### src/rtl/tmb_pkg.sv
// Shared constants, codes and control types for the tile map box collision block.
package tmb_pkg;

  // Map storage and geometry
  localparam int MAX_COLUMNS   = 64;
  localparam int MAX_ROWS      = 64;
  localparam int TILE_SIZE     = 64;
  localparam int BOX_SIZE      = 60;
  localparam int FRACTION_BITS = 8;

  localparam int MAP_DEPTH = MAX_COLUMNS * MAX_ROWS;
  localparam int ADDR_W    = $clog2(MAP_DEPTH);
  localparam int COL_W     = (MAX_COLUMNS > 1) ? $clog2(MAX_COLUMNS) : 1;
  localparam int ROW_W     = (MAX_ROWS > 1) ? $clog2(MAX_ROWS) : 1;

  // Fixed-point sizes; the tile size must be a power of two
  localparam int TILE_FX    = TILE_SIZE << FRACTION_BITS;
  localparam int BOX_FX     = BOX_SIZE << FRACTION_BITS;
  localparam int TILE_SHIFT = $clog2(TILE_FX);
  localparam int HALF_BOX   = BOX_FX / 2;
  localparam int HALF_TILE  = TILE_FX / 2;
  localparam int MIN_DIST   = HALF_BOX + HALF_TILE;

  // Field widths
  localparam int POS_W     = 24;
  localparam int CORNER_W  = POS_W + 1;
  localparam int TCOORD_W  = CORNER_W - TILE_SHIFT;
  localparam int DIFF_W    = POS_W + 3;
  localparam int TILE_IX_W = 6;
  localparam int CFG_W     = 7;
  localparam int CFG_IDX_W = 1;
  localparam int POS_MAX   = 2 ** (POS_W - 1) - 1;
  localparam int POS_MIN   = -(2 ** (POS_W - 1));

  // Corner sequence
  localparam int           CORNER_W_IX = 2;
  localparam logic [1:0]   LAST_CORNER = 2'd3;

  // Command codes
  localparam logic CMD_WRITE   = 1'b0;
  localparam logic CMD_RESOLVE = 1'b1;

  // Configuration register indexes and reset values
  localparam logic [CFG_IDX_W-1:0] CFG_MAP_COLUMNS = 1'b0;
  localparam logic [CFG_IDX_W-1:0] CFG_MAP_ROWS    = 1'b1;
  localparam logic [CFG_W-1:0]     COLUMNS_RESET   = 7'd64;
  localparam logic [CFG_W-1:0]     ROWS_RESET      = 7'd64;

  typedef enum logic [2:0] {
    ST_CLEAR,
    ST_IDLE,
    ST_PROBE,
    ST_SETTLE,
    ST_DEPTH,
    ST_MOVE,
    ST_DONE
  } tmb_state_t;

  // Controller to datapath
  typedef struct packed {
    logic                   in_ready;
    logic                   clear;
    logic                   load;
    logic                   write_tile;
    logic                   probe;
    logic                   depth;
    logic                   move;
    logic                   emit;
    logic [CORNER_W_IX-1:0] corner;
  } tmb_cmd_t;

  // Datapath to controller
  typedef struct packed {
    logic clear_last;
    logic out_free;
  } tmb_status_t;

endpackage

### src/rtl/tmb_ctl.sv
// Sequencer for clearing, tile writes and the four-corner resolve.
module tmb_ctl (
  input  logic                 clk,
  input  logic                 rst_n,
  input  logic                 in_valid,
  input  logic                 in_command,
  input  tmb_pkg::tmb_status_t status,
  output tmb_pkg::tmb_cmd_t    cmd
);

  tmb_pkg::tmb_state_t                   state_r, state_nxt;
  logic [tmb_pkg::CORNER_W_IX-1:0]       corner_r, corner_nxt;

  // State and corner registers
  always_ff @(posedge clk) begin
    if (!rst_n) begin
      state_r  <= tmb_pkg::ST_CLEAR;
      corner_r <= '0;
    end else begin
      state_r  <= state_nxt;
      corner_r <= corner_nxt;
    end
  end

  // Next state and datapath commands
  always_comb begin
    state_nxt  = state_r;
    corner_nxt = corner_r;
    cmd        = '0;
    cmd.corner = corner_r;
    case (state_r)
      tmb_pkg::ST_CLEAR: begin
        cmd.clear = 1'b1;
        if (status.clear_last) begin
          state_nxt = tmb_pkg::ST_IDLE;
        end
      end
      tmb_pkg::ST_IDLE: begin
        cmd.in_ready = 1'b1;
        if (in_valid) begin
          cmd.load   = 1'b1;
          corner_nxt = '0;
          if (in_command == tmb_pkg::CMD_WRITE) begin
            cmd.write_tile = 1'b1;
            state_nxt      = tmb_pkg::ST_DONE;
          end else begin
            state_nxt = tmb_pkg::ST_PROBE;
          end
        end
      end
      tmb_pkg::ST_PROBE: begin
        // Issue one corner read per cycle
        cmd.probe  = 1'b1;
        corner_nxt = corner_r + 1'b1;
        if (corner_r == tmb_pkg::LAST_CORNER) begin
          state_nxt = tmb_pkg::ST_SETTLE;
        end
      end
      tmb_pkg::ST_SETTLE: begin
        // Wait for the last corner's read data
        state_nxt = tmb_pkg::ST_DEPTH;
      end
      tmb_pkg::ST_DEPTH: begin
        cmd.depth = 1'b1;
        state_nxt = tmb_pkg::ST_MOVE;
      end
      tmb_pkg::ST_MOVE: begin
        cmd.move   = 1'b1;
        corner_nxt = corner_r + 1'b1;
        if (corner_r == tmb_pkg::LAST_CORNER) begin
          state_nxt = tmb_pkg::ST_DONE;
        end else begin
          state_nxt = tmb_pkg::ST_DEPTH;
        end
      end
      tmb_pkg::ST_DONE: begin
        // Hold until the output register is free
        if (status.out_free) begin
          cmd.emit  = 1'b1;
          state_nxt = tmb_pkg::ST_IDLE;
        end
      end
      default: begin
        state_nxt = tmb_pkg::ST_CLEAR;
      end
    endcase
  end

endmodule

### config.mk
export PLATFORM = sky130hd
export DESIGN_NAME = tmb_ctl
export DESIGN_NICKNAME = d
export VERILOG_FILES = /design/src/rtl/tmb_pkg.sv /design/src/rtl/tmb_ctl.sv
export SDC_FILE = /design/constraint.sdc
export NUM_CORES = 1
export LEC_CHECK = 0
export BUFFER_PORTS_ARGS = -buffer_cell sky130_fd_sc_hd__buf_4
export CAP_MARGIN = 20
export CORE_AREA = 8 8 45 47
export DETAILED_ROUTE_END_ITERATION = 8
export DIE_AREA = 0 0 53 55
export SYNTH_ARGS = -nofsm -noshare
export SYNTH_HDL_FRONTEND = slang
export SYNTH_SLANG_ARGS = --single-unit
### constraint.sdc
create_clock -name clk -period 1.4 [get_ports clk]
set_input_delay 0.14 -clock clk [delete_from_list [all_inputs] [get_ports clk]]
set_output_delay 0.14 -clock clk [all_outputs]
set_load 0.05 [all_outputs]
After elaboration in Yosys (flattened, before gate mapping) --
Index checks and enable logic that the tools add are counted.
Storage, ports and cells: register bits 5, input bits 6, output and inout port bits 10, word-level logic and storage cells 38
Operators by class: add/subtract/negate cells 1, equality and inequality tests 11, multiplexer cells 19, reduce and logical (&&, ||, !) cells 5
Operators with widths (number):
- $pmux 3 s7 | 1
- $mux 3 | 5
- $eq 3x3->1 const B | 3
- $mux 1 | 8
- $mux 2 | 4
- $ne 2x2->1 const B | 4
- $eq 3x2->1 const B | 2
- $pmux 2 s2 | 1
- $reduce_and 4->1 | 1
- $eq 3x1->1 const B | 1
- $logic_not 3->1 | 1
- $add 2x1->2 const B | 1
- $eq 2x2->1 const B | 1
- $reduce_and 2->1 | 1
- $reduce_bool 2->1 | 1
- $reduce_or 2->1 | 1

Longest topological paths before layout --
word-level depth 4, gate-level depth with buffers 4, gate-level depth less buffers 4

Worst setup path after synthesis --
OpenSTA, ideal clock, no wires.
kind reg2out, start point register state_r[1], end point output cmd[8] in the netlist's numbering, data arrival time 1.609 ns, data required time 1.260 ns, setup slack -0.349 ns, stages on the path, launching flop included 3, path buffers 1, cell sequence dfxtp_1 buf_4 nor3_1
RTL lines:
- from (decl) | line tmb_ctl.sv:11 | tmb_pkg::tmb_state_t state_r, state_nxt;
- from (signal assigned) | line tmb_ctl.sv:17 | state_r <= tmb_pkg::ST_CLEAR;
- from (signal assigned) | line tmb_ctl.sv:20 | state_r <= state_nxt;
- to (decl) | line tmb_ctl.sv:8 | output tmb_pkg::tmb_cmd_t cmd

==> summary.md <==
The H-tree depth reported by CTS was 1; the least setup slack across all paths after layout was -36.7 ps. In this run the static leakage power is 0.286 nW. TritonCTS built the clock tree.

The flow ran to the end, but the final reports show violations. The clock tree root driver cell was sky130_fd_sc_hd__clkbuf_4. For this design, the sink count on the clock tree is 5. From synthesis to final layout, the design area changed by 61.3%. The smallest clock period supported by the final layout is computed as 1440 ps. For this block, the routed nets add up to 983 um of wire. The transition time at the pin with the least slew margin is 236 ps. In this run the worst path has a maximum fanout of 3.

In this run the critical register-to-register path is launched from corner_r[0]. The number of instances in the synthesized netlist is 48. The tightest min-delay check is of the in2reg type. The final count of hold timing violations is 0, and the Yosys warning count is 0. The net count of the mapped netlist came out at 55. The library cells used most frequently in the layout, excluding fill and tap cells, are sky130_fd_sc_hd__buf_4, sky130_fd_sc_hd__nor2_1, sky130_fd_sc_hd__buf_6, sky130_fd_sc_hd__dfxtp_2. For this design the ratio of total power to cell area is 948 nW/um^2. The routability congestion estimate from global placement was 0.705; the instance count after placement with tap cells included was 80.

In this run switching power makes up 37.7% of total power. The minimum setup slack after placement is 161 ps. The internal power of the cells totals 0.375 mW. The die area was 2920 um^2; the worst-case reg-to-reg path depth was 4.

The cell area that synthesis handed to floorplanning was 394 um^2. The capturing instance or port of the critical path was cmd[7]. Excluding fillers, the count of instances in the completed layout stands at 87. The tools report the number of antenna violations at the first check in global routing as 0. The checks that failed: negative setup slack. In the final layout, the share of cells above drive strength 1 is 54.9%. 16 I/O pins were placed. For the required time of the critical path, the log shows 1260 ps.

The clock network accounts for 27.7% of the total power. With fillers left out, the area of the finished cells amounts to 636 um^2. For this block, the initial DRC count from the detailed router was 4. Via count of the routed design: 417.

The count of cell instances traversed by the critical path was 4. The share of synthesized flip-flops with an asynchronous set or reset was 0%. In this run, synthesis inferred 0 flip-flops with an integrated enable.

Averaged over all synthesized cells, the footprint is 8.21 um^2. The library cell used most frequently in the layout, excluding fill and tap cells, is sky130_fd_sc_hd__buf_4. After routing, the total negative slack on setup checks comes to -49.7 ps.

The number of buffers inserted by port buffering was 15. The fraction of the core area covered by cells at the end of the flow is 45.9%, and the proportion of synthesized chip area in sequential cells is 25.4%. The worst-case headroom to the max-slew limit is 84.2%. On the critical path, the stage with the largest delay is an instance of sky130_fd_sc_hd__or3b_4. In the routed layout, each cell is associated on average with a via count of 4.79.

The average detailed-routed wire length per instance is 11.3 um. The kind of start point of the critical path was a flop. Clock-pin slew was measured on the worst setup and hold paths at 40 ps. At the end of the flow, the number of nets in the layout was 79. Entering global routing, the biggest net connects 18 pins. The buffers plus inverters on the worst setup path was 2.

The share of total power dissipated in sequential elements is 27.2%. The nature of the critical path endpoint was a primary output. The height of the die is 55 um.

The worst path uses 103% of the clock period. Based on the critical path, the design can be clocked at up to 696 MHz. The count of distinct cell types in the synthesized netlist is 30. For the logic gate share of total power, the log shows 45.1%.

The family with the most delay on the worst path was simple AND/OR/NAND/NOR gates. The largest single stage delay on the critical path is 410 ps. The run gives 3 as the count of final setup violators. The number of buffers inserted during clock tree synthesis came out at 3.

For this run, the detailed router's first-pass iteration total came to 2. The design draws 0.603 mW. For the number of global-route vias before repair, the log shows 422. The tools report the starting density of the core as 28.5%.

The placement-stage cell area came out at 552 um^2. The clock reaches the later pin of the worst-skew pair after 240 ps. Across all hold checks on the routed design, the worst slack comes to 133 ps. The setup check on the worst reg-to-reg path leaves a slack of 200 ps.

In this run the critical register-to-register path is captured at corner_r[1]. Summed over all nets, the switching power comes to 0.227 mW. Max-cap violations in this run came to 0.

Setup repair after global routing could not meet its margin everywhere. The run gives 0 as the number of pins with negative max-slew slack in the final report. The logs give 0 for the number of nets with antenna violations after routing and 3.63 ps for the worst-case clock skew. Global routing usage summed across all routing layers: 7.54%. The launching element of the worst setup path was state_r[1]. The critical path is of the reg2out type.

Across the VDD grid, the largest voltage drop is 0.000409 V. After synthesis the netlist holds a flip-flop and latch count of 5. The most used flip-flop cell after synthesis is sky130_fd_sc_hd__dfxtp_1.

After global routing the overflow that remains totals 0. Data arrives at the worst endpoint at 1300 ps. For the area of the placeable core, the log shows 1380 um^2. The signal on the critical path passes through or3b_4 > inv_2 > and2_4 > buf_8. The row count is 14, and the number of buffers on the longest clock path is 2. In the routed design, unresolved DRC markers number 0. The half-perimeter wire length after placement was 747 um.

The number of diodes was 0. The first-pass GRT wire length is 1.64 mm, and the horizontal die dimension is 53 um.
-- cells by family after synthesis --
group	after synthesis	synth area share (%)
simple gates	22	35.6
compound gates	13	22.5
buf+inv	5	7.93
flops	5	25.4
mux	2	5.40
fa+ha+maj	1	3.17
-- cells in the mapped netlist, types with 2 or more instances --
cell | n | area [um^2]
sky130_fd_sc_hd__a21oi_1 | 3 | 15.0
sky130_fd_sc_hd__a31oi_1 | 3 | 18.8
sky130_fd_sc_hd__and2_1 | 2 | 12.5
sky130_fd_sc_hd__dfxtp_1 | 5 | 100
sky130_fd_sc_hd__nand2_1 | 2 | 7.51
sky130_fd_sc_hd__nand3b_1 | 2 | 15.0
sky130_fd_sc_hd__nor2_1 | 7 | 26.3
sky130_fd_sc_hd__o21a_1 | 2 | 15.0
-- area by class of cell --
cell class | count | area (um^2)
Clock buffer | 4 | 26.3
Fill cell | 144 | 748
Inverter | 2 | 7.51
Multi-Input combinational cell | 38 | 282
Sequential cell | 5 | 105
Tap cell | 16 | 20.0
Timing Repair Buffer | 22 | 195
-- sequential cells by signal, summed over array words and instances (netlist names) --
register and flops:
corner_r 2, state_r 3
-- per-layer routing --
metal  track usage, %  share of wire (%)  up-vias
li1                 -                  -      219
met1             8.97                 48      186
met2             11.1                 44       10
met3             1.87                5.8        2
met4             6.47                2.5        0
met5                0                  0        -
-- how the worst min path moves through the flow --
stage / start / endpoint / cells after the start
floorplan: rst_n / state_r[0] / 1
global placement: rst_n / state_r[2] / 2
detailed placement: rst_n / state_r[2] / 2
CTS: rst_n / state_r[2] / 2
global route: rst_n / state_r[2] / 2
finish: rst_n / state_r[2] / 2
-- what timing repair did --
item                       4_1_cts  5_1_grt
setup endpoints to repair        6        6
resized for setup                9        2
hold buffers                     0        0
setup buffers                    3        0
gates cloned                     0        0
pin swaps                        2        1
-- power groups by stage --
stage,Sequential (mW),Clock [mW],Combinational (mW)
2_1_floorplan,0.180,0,0.165
3_3_place_gp,0.165,0,0.250
3_5_place_dp,0.165,0,0.250
4_1_cts,0.164,0.177,0.272
5_1_grt,0.165,0.197,0.291
6_report,0.164,0.167,0.272
Note: power is estimated with default switching activity, not from simulation.
